File: config.mk
export PLATFORM = sky130hd
export DESIGN_NAME = sbst_axis_prep
export DESIGN_NICKNAME = d
export VERILOG_FILES = /design/src/sbst_pkg.sv /design/src/sbst_axis_prep.sv
export SDC_FILE = /design/constraint.sdc
export NUM_CORES = 1
export LEC_CHECK = 0
export ABC_AREA = 1
export BUFFER_PORTS_ARGS = -buffer_cell sky130_fd_sc_hd__buf_2
export CAP_MARGIN = 20
export CORE_ASPECT_RATIO = 1.1
export CORE_MARGIN = 2
export CORE_UTILIZATION = 25
export DETAILED_ROUTE_END_ITERATION = 12
export PLACE_DENSITY = 0.45
export SYNTH_ARGS = -nofsm -noshare
export SYNTH_HDL_FRONTEND = slang
export SYNTH_SLANG_ARGS = --single-unit
File: constraint.sdc
create_clock -name vclk -period 4.7
set_clock_uncertainty 0.15 [all_clocks]
set_input_delay 0.235 -clock vclk [all_inputs]
set_output_delay 0.235 -clock vclk [all_outputs]
set_load 0.1 [all_outputs]
File: src/sbst_pkg.sv
`timescale 1ns / 1ps

package sbst_pkg;

   localparam int NUM_AXES  = 3;
   localparam int NUM_PAIRS = 6;

   typedef logic [1:0] axis_idx_type;

   // Every ordered pair of distinct axes: the entry of one against the exit of the other.
   localparam axis_idx_type PAIR_ENTER [NUM_PAIRS] = '{2'd0, 2'd0, 2'd1, 2'd1, 2'd2, 2'd2};
   localparam axis_idx_type PAIR_EXIT  [NUM_PAIRS] = '{2'd1, 2'd2, 2'd0, 2'd2, 2'd0, 2'd1};

   typedef struct packed {
      logic moving;
      logic static_ok;
   } axis_flag_type;

endpackage

File: src/sbst_axis_prep.sv
`timescale 1ns / 1ps

module sbst_axis_prep
   import sbst_pkg::*;
#(
   parameter int COORD_BITS = 32
) (
   input  logic signed [COORD_BITS-1:0] origin,
   input  logic signed [COORD_BITS-1:0] delta,
   input  logic signed [COORD_BITS-1:0] lo_corner,
   input  logic signed [COORD_BITS-1:0] hi_corner,
   output logic signed [COORD_BITS:0]   enter_num,
   output logic signed [COORD_BITS:0]   exit_num,
   output logic        [COORD_BITS-1:0] den,
   output axis_flag_type                flags
);

   logic signed [COORD_BITS:0] lo_rel;
   logic signed [COORD_BITS:0] hi_rel;
   logic signed [COORD_BITS:0] lo_num;
   logic signed [COORD_BITS:0] hi_num;
   logic                       neg;

   assign lo_rel = {lo_corner[COORD_BITS-1], lo_corner} - {origin[COORD_BITS-1], origin};
   assign hi_rel = {hi_corner[COORD_BITS-1], hi_corner} - {origin[COORD_BITS-1], origin};
   assign neg    = delta[COORD_BITS-1];

   // Fold the sign of the displacement into the numerators so that both
   // parameters share one positive denominator.
   assign lo_num = neg ? -lo_rel : lo_rel;
   assign hi_num = neg ? -hi_rel : hi_rel;
   assign den    = neg ? $unsigned(-delta) : $unsigned(delta);

   always_comb begin
      if (lo_num <= hi_num) begin
         enter_num = lo_num;
         exit_num  = hi_num;
      end else begin
         enter_num = hi_num;
         exit_num  = lo_num;
      end
   end

   assign flags.moving    = (delta != '0);
   assign flags.static_ok = (origin >= lo_corner) && (origin <= hi_corner);

endmodule

# Word-level counts from Yosys, hierarchy flattened
# Cells that the tools add are included.
# totals
output_inout_bits	100
register_bits	0
word_cells	15
# classes
mux	5
magnitude_cmp	3
n_addsub	5
reduce_logical	2
# ops
op	count
33-bit 2-to-1 mux	4
33-bit negator	2
32-bit by 32-bit subtractor with 33-bit output	2
33-bit less-or-equal comparator	1
32-bit greater-or-equal comparator	1
32-bit less-or-equal comparator	1
32-bit 2-to-1 mux	1
32-bit negator	1
32-bit nonzero test	1
1-bit logical AND	1

# Depth between registers and ports, before layout
# Gate-level depths: netlist (run 1).
# logic_depth
ltp_word	5
mapped_depth	40
mapped_depth_nobuf	38

# Least setup slack after synthesis (run 1)
# OpenSTA, ideal clock, no wires.
# synth_path
kind	input port to output port
from	input hi_corner[0]
to	output enter_num[24]
cell_stages	30
t_required_ps	4315
arrival_time_ps	4781
path_slack_ps	-466
cell_sequence	inv_1 ha_1 inv_1 fa_1 inv_1 ha_1 a21boi_0 nand3_1 nor2_1 nand2_1 nor2_4 nand3_2 nor2_2 nand3_1 nor3_1 nand2_1 nand2_1 xor2_1 inv_1 ha_1 nand4_1 nor4_1 nand2_1 o21ai_1 inv_1 nand2_2 buf_6 buf_4 nand3_1 nand2_1
# synth_via
elab_chain_len	5
# synth_lines
element	line	source
start, declared	sbst_axis_prep.sv:11	input logic signed [COORD_BITS-1:0] hi_corner,
32-bit by 32-bit subtractor with 33-bit output *	sbst_axis_prep.sv:25	assign hi_rel = {hi_corner[COORD_BITS-1], hi_corner} - {origin[COORD_BITS-1], origin};
33-bit negator	sbst_axis_prep.sv:31	assign hi_num = neg ? -hi_rel : hi_rel;
33-bit 2-to-1 mux *	sbst_axis_prep.sv:31	
33-bit less-or-equal comparator	sbst_axis_prep.sv:35	if (lo_num <= hi_num) begin
33-bit 2-to-1 mux *	sbst_axis_prep.sv:35	
end, declared	sbst_axis_prep.sv:12	output logic signed [COORD_BITS:0] enter_num,
# Every way passes the cells marked *; elsewhere a longest branch is shown, timed or not.

# Worst setup path in the final report (run 1)
# layout_path
from	input hi_corner[0]
to	output exit_num[1]
# layout_via
elab_chain_len	5
# layout_lines
element	line	source
32-bit by 32-bit subtractor with 33-bit output *	sbst_axis_prep.sv:25	
33-bit negator	sbst_axis_prep.sv:31	
33-bit 2-to-1 mux *	sbst_axis_prep.sv:31	
33-bit less-or-equal comparator	sbst_axis_prep.sv:35	
33-bit 2-to-1 mux *	sbst_axis_prep.sv:35	
end, declared	sbst_axis_prep.sv:13	output logic signed [COORD_BITS:0] exit_num,
# Marks and branches as above.

==> flow_metrics.tcl, run 1 <==
set metrics [dict create \
    status "complete, but fails checks" \
    failed_checks "negative setup slack" \
    die_area_sq_um 39700 \
    total_power_mw 11.9 \
    cts_hold_buf 0 \
    drv_cap 0 \
    yosysTopAreaCellShare_pct 22.4 \
    holdCritPathClass "input pin to output pin" \
    yosysTopAreaCell "nand2_1" \
    drt_iter0_drc 690 \
    stdcell_area_sq_um 20300 \
    ys_seq_area_share_pct 0 \
    cp.required_ns 4.32 \
    yosysWarnings 0 \
    setup_tns_ns -41.12 \
    die_w_microns 190 \
    synth_cells 1868 \
    dr.pass1.iters 5 \
    ios 228 \
    n_clock_buffer 0 \
    worstMarginPinSlew_ns 1.17 \
    arrival_ns 5.01 \
    placed_area_sq_um 16700 \
    crit_path_top_delay_cell "fa_2" \
    max_clock_freq_ghz 0.185 \
    fillerInstances 3639 \
    dp.cells 3005 \
    period_share_pct 115 \
    power_density_nw_per_um2 588 \
    hold_ws_ns 0.723 \
    initial_core_util_pct 25.5 \
    pre_cts_slack_ns -1.17 \
    diodes 0 \
    worstSetupPathType "input pin to output pin" \
    gp_congestion 0.936 \
    cellLeakagePower_nw 10.5 \
    ys_types 43 \
    rsz0062_at_grt "true" \
    crit_start "hi_corner[0]" \
    timing.final.crit_period_ns 5.40 \
    grtUsageMet2_pct 42.8 \
    end_kind "output pin" \
    coreArea_sq_um 37300 \
    vdd_ir_drop_max_uv 741 \
    hold_violations 0 \
    final_nets 2847 \
    instances_no_fill 3109 \
    max_slew_margin_pct 21.1 \
    grt_pass1_vias 14200 \
    holdPathStages 2 \
    busiest_layer "met2" \
    drc 0 \
    syn_avg_cell_area_sq_um 5.10 \
    start_kind "input pin" \
    setup_viol 66 \
    hpwl_microns 39700 \
    multi_input_area_sq_um 11200 \
    cpMostUsedCell "ha_4" \
    max_stage_delay_ns 0.48 \
    register_area_sq_um 0 \
    io_buffer_count 228 \
    grt_max_degree 82 \
    gr-usage-all-layers_pct 23.5 \
    wl_per_cell_microns 16.2 \
    seq_cell_count 0 \
    met1_usage_pct 31.1 \
    syn_to_final_growth_pct 113 \
    fin_util_pct 54.3 \
    dieHeight_microns 209 \
    final-max-slew-violation-count 0 \
    ant_nets 0 \
    cp_max_fo 8 \
    vias_per_cell 4.64 \
    layout-drive-gt1-share_pct 47.8 \
    endpoint "exit_num[1]" \
    setup_slack_ns -0.698 \
    grt.overflow.total 0 \
    syn_nets 2098 \
    synthTopCellsByArea "nand2_1, inv_1, ha_1, nand3_1, xor2_1" \
    wl_microns 50500 \
    grt_use_met3_pct 0.806 \
    netlist_area_sq_um 9520 \
    grt_pass1_wl_microns 75000 \
    std_cell_rows 74 \
    antenna_found_initial 0 \
    num_vias 14400 \
]
==> placed cells by master, fill, tap and decap left out, types with 45 or more instances in the layout <==
master   count
a21oi_1     66
buf_2      159
nand4_1     51
inv_1      316
nand3_1     83
nor2_1     136
nand2_1    459
ha_1        62
buf_4      504
buf_12      81
nand3_4     99
xor2_1      71
nand2_2     52
nand3_2     45
==> per-layer routing <==
metal	vias up	part of all wire [%]	wire length [microns]
met5	-	0	0
met4	0	2.5	1250
met3	59	2.9	1460
met2	291	50	25100
met1	6646	45	22600
li1	7441	-	-
==> cell usage after synthesis, types with 5 or more instances <==
cell      number
nand2_1      567
inv_1        351
nand3_1      223
nor2_1       170
ha_1         100
xor2_1        83
a21oi_1       78
nand4_1       51
o21ai_0       39
nor3_1        23
xnor2_1       19
nand2_2       18
inv_2         15
nor2_2        14
buf_6         11
buf_4         10
buf_2          9
nor4_1         9
buf_1          8
nand3b_1       7
a31oi_1        6
o21bai_1       5
==> worst min-delay path by stage <==
stage / to / from / slack, ns
finish: den[0] / delta[0] / 0.72
global route: den[0] / delta[0] / 0.73
CTS: den[0] / delta[0] / 0.72
detailed placement: den[0] / delta[0] / 0.72
global placement: den[0] / delta[0] / 0.72
floorplan: den[31] / delta[30] / 0.51
==> power by group <==
part	internal, mW	total [mW]	switching, mW	leakage (nW)
sequential	0	0	0	0
clock	0	0	0	0
combinational	4.70	11.9	7.21	10.5
total	4.70	11.9	7.21	10.5
==> cell type report <==
type	count	share of cell area, %
Timing Repair Buffer	789	35.0
Tap cell	494	3.05
Inverter	366	6.87
Multi-Input combinational cell	1460	55.1
==> timing repair <==
action                                  CTS  global route
cloned                                   17             8
setup buffers                            65            20
gates resized for setup                 306           153
endpoints found under the setup margin   66            66
pin swaps                               100            77
==> cells by family after synthesis <==
group,synth area share [%]
buffers and inverters,17.5
XOR/XNOR,9.38
adder cells (fa/ha/maj),13.6
AND/OR/NAND/NOR,50.4
AO/OA/AOI/OAI,9.20
==> critical path: cells and delay by family <==
kind | cells | cell delay (ns)
and+or+nand+nor | 13 | 1.74
buffers and inverters | 13 | 1.45
adders and majority gates | 4 | 1.03
AOI/OAI and AO/OA | 2 | 0.36
xor gates and xnor gates | 1 | 0.20
No activity file was read; power rests on OpenSTA's default activity.
==> run 2: changes to the inputs <==
--- a/config.mk
+++ b/config.mk
@@ -10,9 +10,9 @@
 export CAP_MARGIN = 20
 export CORE_ASPECT_RATIO = 1.1
 export CORE_MARGIN = 2
-export CORE_UTILIZATION = 25
+export CORE_UTILIZATION = 52
 export DETAILED_ROUTE_END_ITERATION = 12
-export PLACE_DENSITY = 0.45
+export PLACE_DENSITY = 0.81
 export SYNTH_ARGS = -nofsm -noshare
 export SYNTH_HDL_FRONTEND = slang
 export SYNTH_SLANG_ARGS = --single-unit
==> run 2 against run 1 <==
  * Area after synthesis is the same
  * The run now fails in 4_1_cts
  * Synthesized cell count is the same
==> flow_metrics.tcl, run 2 <==
set metrics [dict create \
    yosysTopAreaCellShare_pct 22.4 \
    die_w_microns 133 \
    status "aborted with a tool error" \
    io_buffer_count 228 \
    stop_stage "4_1_cts" \
    yosysTopAreaCell "nand2_1" \
    syn_nets 2098 \
    post_cts_buffers 57 \
    ys_types 43 \
    synth.most_common_cell "nand2_1" \
    synth_cells 1868 \
    error "[ERROR DPL-0038] Utilization greater than 100%, impossible to legalize" \
    initial_core_util_pct 53.5 \
    ios 228 \
    ctsResizeCount 259 \
    pre_cts_slack_ns -1.09 \
    std_cell_rows 51 \
    yosys-top-cells-count "nand2_1, inv_1, nand3_1" \
    ys_seq_area_share_pct 0 \
    yosysWarnings 0 \
    dieHeight_microns 146 \
    syn_avg_cell_area_sq_um 5.10 \
    netlist_area_sq_um 9520 \
    hpwl_microns 41300 \
    dp.cells 2721 \
    gp_congestion 1.05 \
    cts_hold_buf 0 \
    synthTopCellsByArea "nand2_1, inv_1, ha_1, nand3_1, xor2_1" \
]
==> run 2: cell counts after synthesis <==
No cell type changed its count.
==> run 2: kinds of logic after synthesis <==
logic type | Yosys count | synth area share (%)
AO/OA/AOI/OAI | 155 | 9.20
AND/OR/NAND/NOR | 1101 | 50.4
XOR/XNOR | 102 | 9.38
adder cells (fa/ha/maj) | 102 | 13.6
buffers and inverters | 408 | 17.5
==> run 2: stage by stage <==
| stage | cell area [sq um] | utilization [%] | setup TNS [ns] | hold slack [ns] |
|---|---|---|---|---|
| detailed placement | 16200 | 90.8 | -67.74 | 0.736 |
| floorplan | 10700 | - | -2.07 | 0.512 |
| global placement | 16200 | 90.8 | -41.68 | 0.727 |
==> run 3: changes to the inputs <==
--- a/config.mk
+++ b/config.mk
@@ -8,11 +8,10 @@
 export ABC_AREA = 1
 export BUFFER_PORTS_ARGS = -buffer_cell sky130_fd_sc_hd__buf_2
 export CAP_MARGIN = 20
-export CORE_ASPECT_RATIO = 1.1
 export CORE_MARGIN = 2
-export CORE_UTILIZATION = 52
+export CORE_UTILIZATION = 40
 export DETAILED_ROUTE_END_ITERATION = 12
-export PLACE_DENSITY = 0.81
+export PLACE_DENSITY_LB_ADDON = 0.15
 export SYNTH_ARGS = -nofsm -noshare
 export SYNTH_HDL_FRONTEND = slang
 export SYNTH_SLANG_ARGS = --single-unit
==> constraint.sdc (replaced) <==
create_clock -name vclk -period 6.1
set_clock_uncertainty 0.15 [all_clocks]
set_input_delay 0.305 -clock vclk [all_inputs]
set_output_delay 0.305 -clock vclk [all_outputs]
set_load 0.1 [all_outputs]
==> run 3 against run 2 <==
  * The flow now finishes without violations
==> flow_metrics.tcl, run 3 (synthesized netlist as in run 1, its figures left out) <==
set metrics [dict create \
    die_w_microns 158 \
    grt_max_degree 67 \
    io_buffer_count 228 \
    setup_viol 0 \
    coreArea_sq_um 23400 \
    final_cell_mix "nand2_1, inv_1, nand3_1, nor2_1, buf_2" \
    ant_nets 0 \
    grt.overflow.total 0 \
    cpMostUsedCell "nand2_1" \
    grt_pass1_vias 10600 \
    max_stage_delay_ns 0.40 \
    vias_per_cell 5.17 \
    power_density_nw_per_um2 499 \
    gp_congestion 0.967 \
    register_area_sq_um 0 \
    dieHeight_microns 158 \
    timing.final.crit_period_ns 5.71 \
    grt_pass1_wl_microns 54300 \
    period_share_pct 93.7 \
    final_nets 2307 \
    std_cell_rows 56 \
    placed_area_sq_um 11900 \
    holdCritPathClass "input pin to output pin" \
    dr.pass1.iters 6 \
    hpwl_microns 31400 \
    drt_iter0_drc 927 \
    seq_cell_count 0 \
    drc 0 \
    cts_hold_buf 0 \
    layout_commonest_cell "nand2_1" \
    crit_path_top_delay_cell "ha_1" \
    layout-drive-gt1-share_pct 15.8 \
    num_vias 12400 \
    worstSetupPathType "input pin to output pin" \
    cellLeakagePower_nw 7.14 \
    worstMarginPinSlew_ns 0.788 \
    gr-usage-all-layers_pct 27.2 \
    die_area_sq_um 25000 \
    max_slew_margin_pct 47.5 \
    hold_violations 0 \
    wl_microns 36000 \
    arrival_ns 5.26 \
    syn_to_final_growth_pct 27.4 \
    wl_per_cell_microns 15.0 \
    cp.required_ns 5.64 \
    cp_max_fo 25 \
    fin_util_pct 51.8 \
    vdd_ir_drop_max_uv 563 \
    antenna_found_initial 1 \
    start_kind "input pin" \
    max_clock_freq_ghz 0.175 \
    ios 228 \
    initial_core_util_pct 40.7 \
    end_kind "output pin" \
    n_clock_buffer 0 \
    status "finished clean" \
    stdcell_area_sq_um 12100 \
    final-max-slew-violation-count 0 \
    drv_cap 0 \
]
run 3: path summary, 6_finish.rpt:
path / start / endpoint / slack [ns] / cells past startpoint
max: origin[0] / enter_num[24] / 0.39 / 30
min: delta[0] / den[0] / 0.86 / 2
run 3: power breakdown:
part             total [mW]  leakage (nW)  internal [mW]  switching [mW]
Sequential                0             0              0               0
Clock          0.0000000219    0.00000634   0.0000000219               0
Combinational          6.05          7.14           1.91            4.14
run 3: layout make-up:
type	instances	area, sq um
repair buffers	249	2410
well taps	319	399
fillers	2531	11300
multi-input cells	1460	7940
diodes	1	2.50
inverters	366	1370
run 3: metrics by stage:
| stage | hold slack [ns] | total power [mW] | setup slack, ns | TNS (ns) | std cells |
|---|---|---|---|---|---|
| finish | 0.856 | 6.05 | 0.386 | 0 | 2395 |
| global route | 0.866 | 6.35 | -0.0172 | -0.0235 | 2395 |
| CTS | 0.857 | 5.91 | 0.134 | 0 | 2389 |
| detailed placement | 0.857 | 5.91 | 0.0260 | 0 | 2389 |
| global placement | 0.856 | 5.88 | -0.0200 | -0.0306 | 2389 |
| floorplan | 0.672 | 3.98 | 0.794 | 0 | 1868 |
run 3: routing by layer:
layer	track usage (%)	vias up	wire length [microns]
met3	1.96	59	2710
met2	43.6	511	15600
met4	8.28	0	1360
li1	-	6331	-
met5	0	-	0
met1	38.7	5492	16300
run 3: worst max-delay path, delay by kind of cell:
family / cells / cell delay, ns
buf+inv: 6 / 0.86
xor+xnor: 2 / 0.48
compound gates: 2 / 0.26
fa+ha+maj: 3 / 1.04
simple gates: 17 / 2.27
run 3: what timing repair did:
| item | in CTS | in global routing |
|---|---|---|
| cloned | 0 | 5 |
| setup endpoints to repair | 1 | 66 |
| setup buffers | 0 | 0 |
| resized for setup | 1 | 24 |
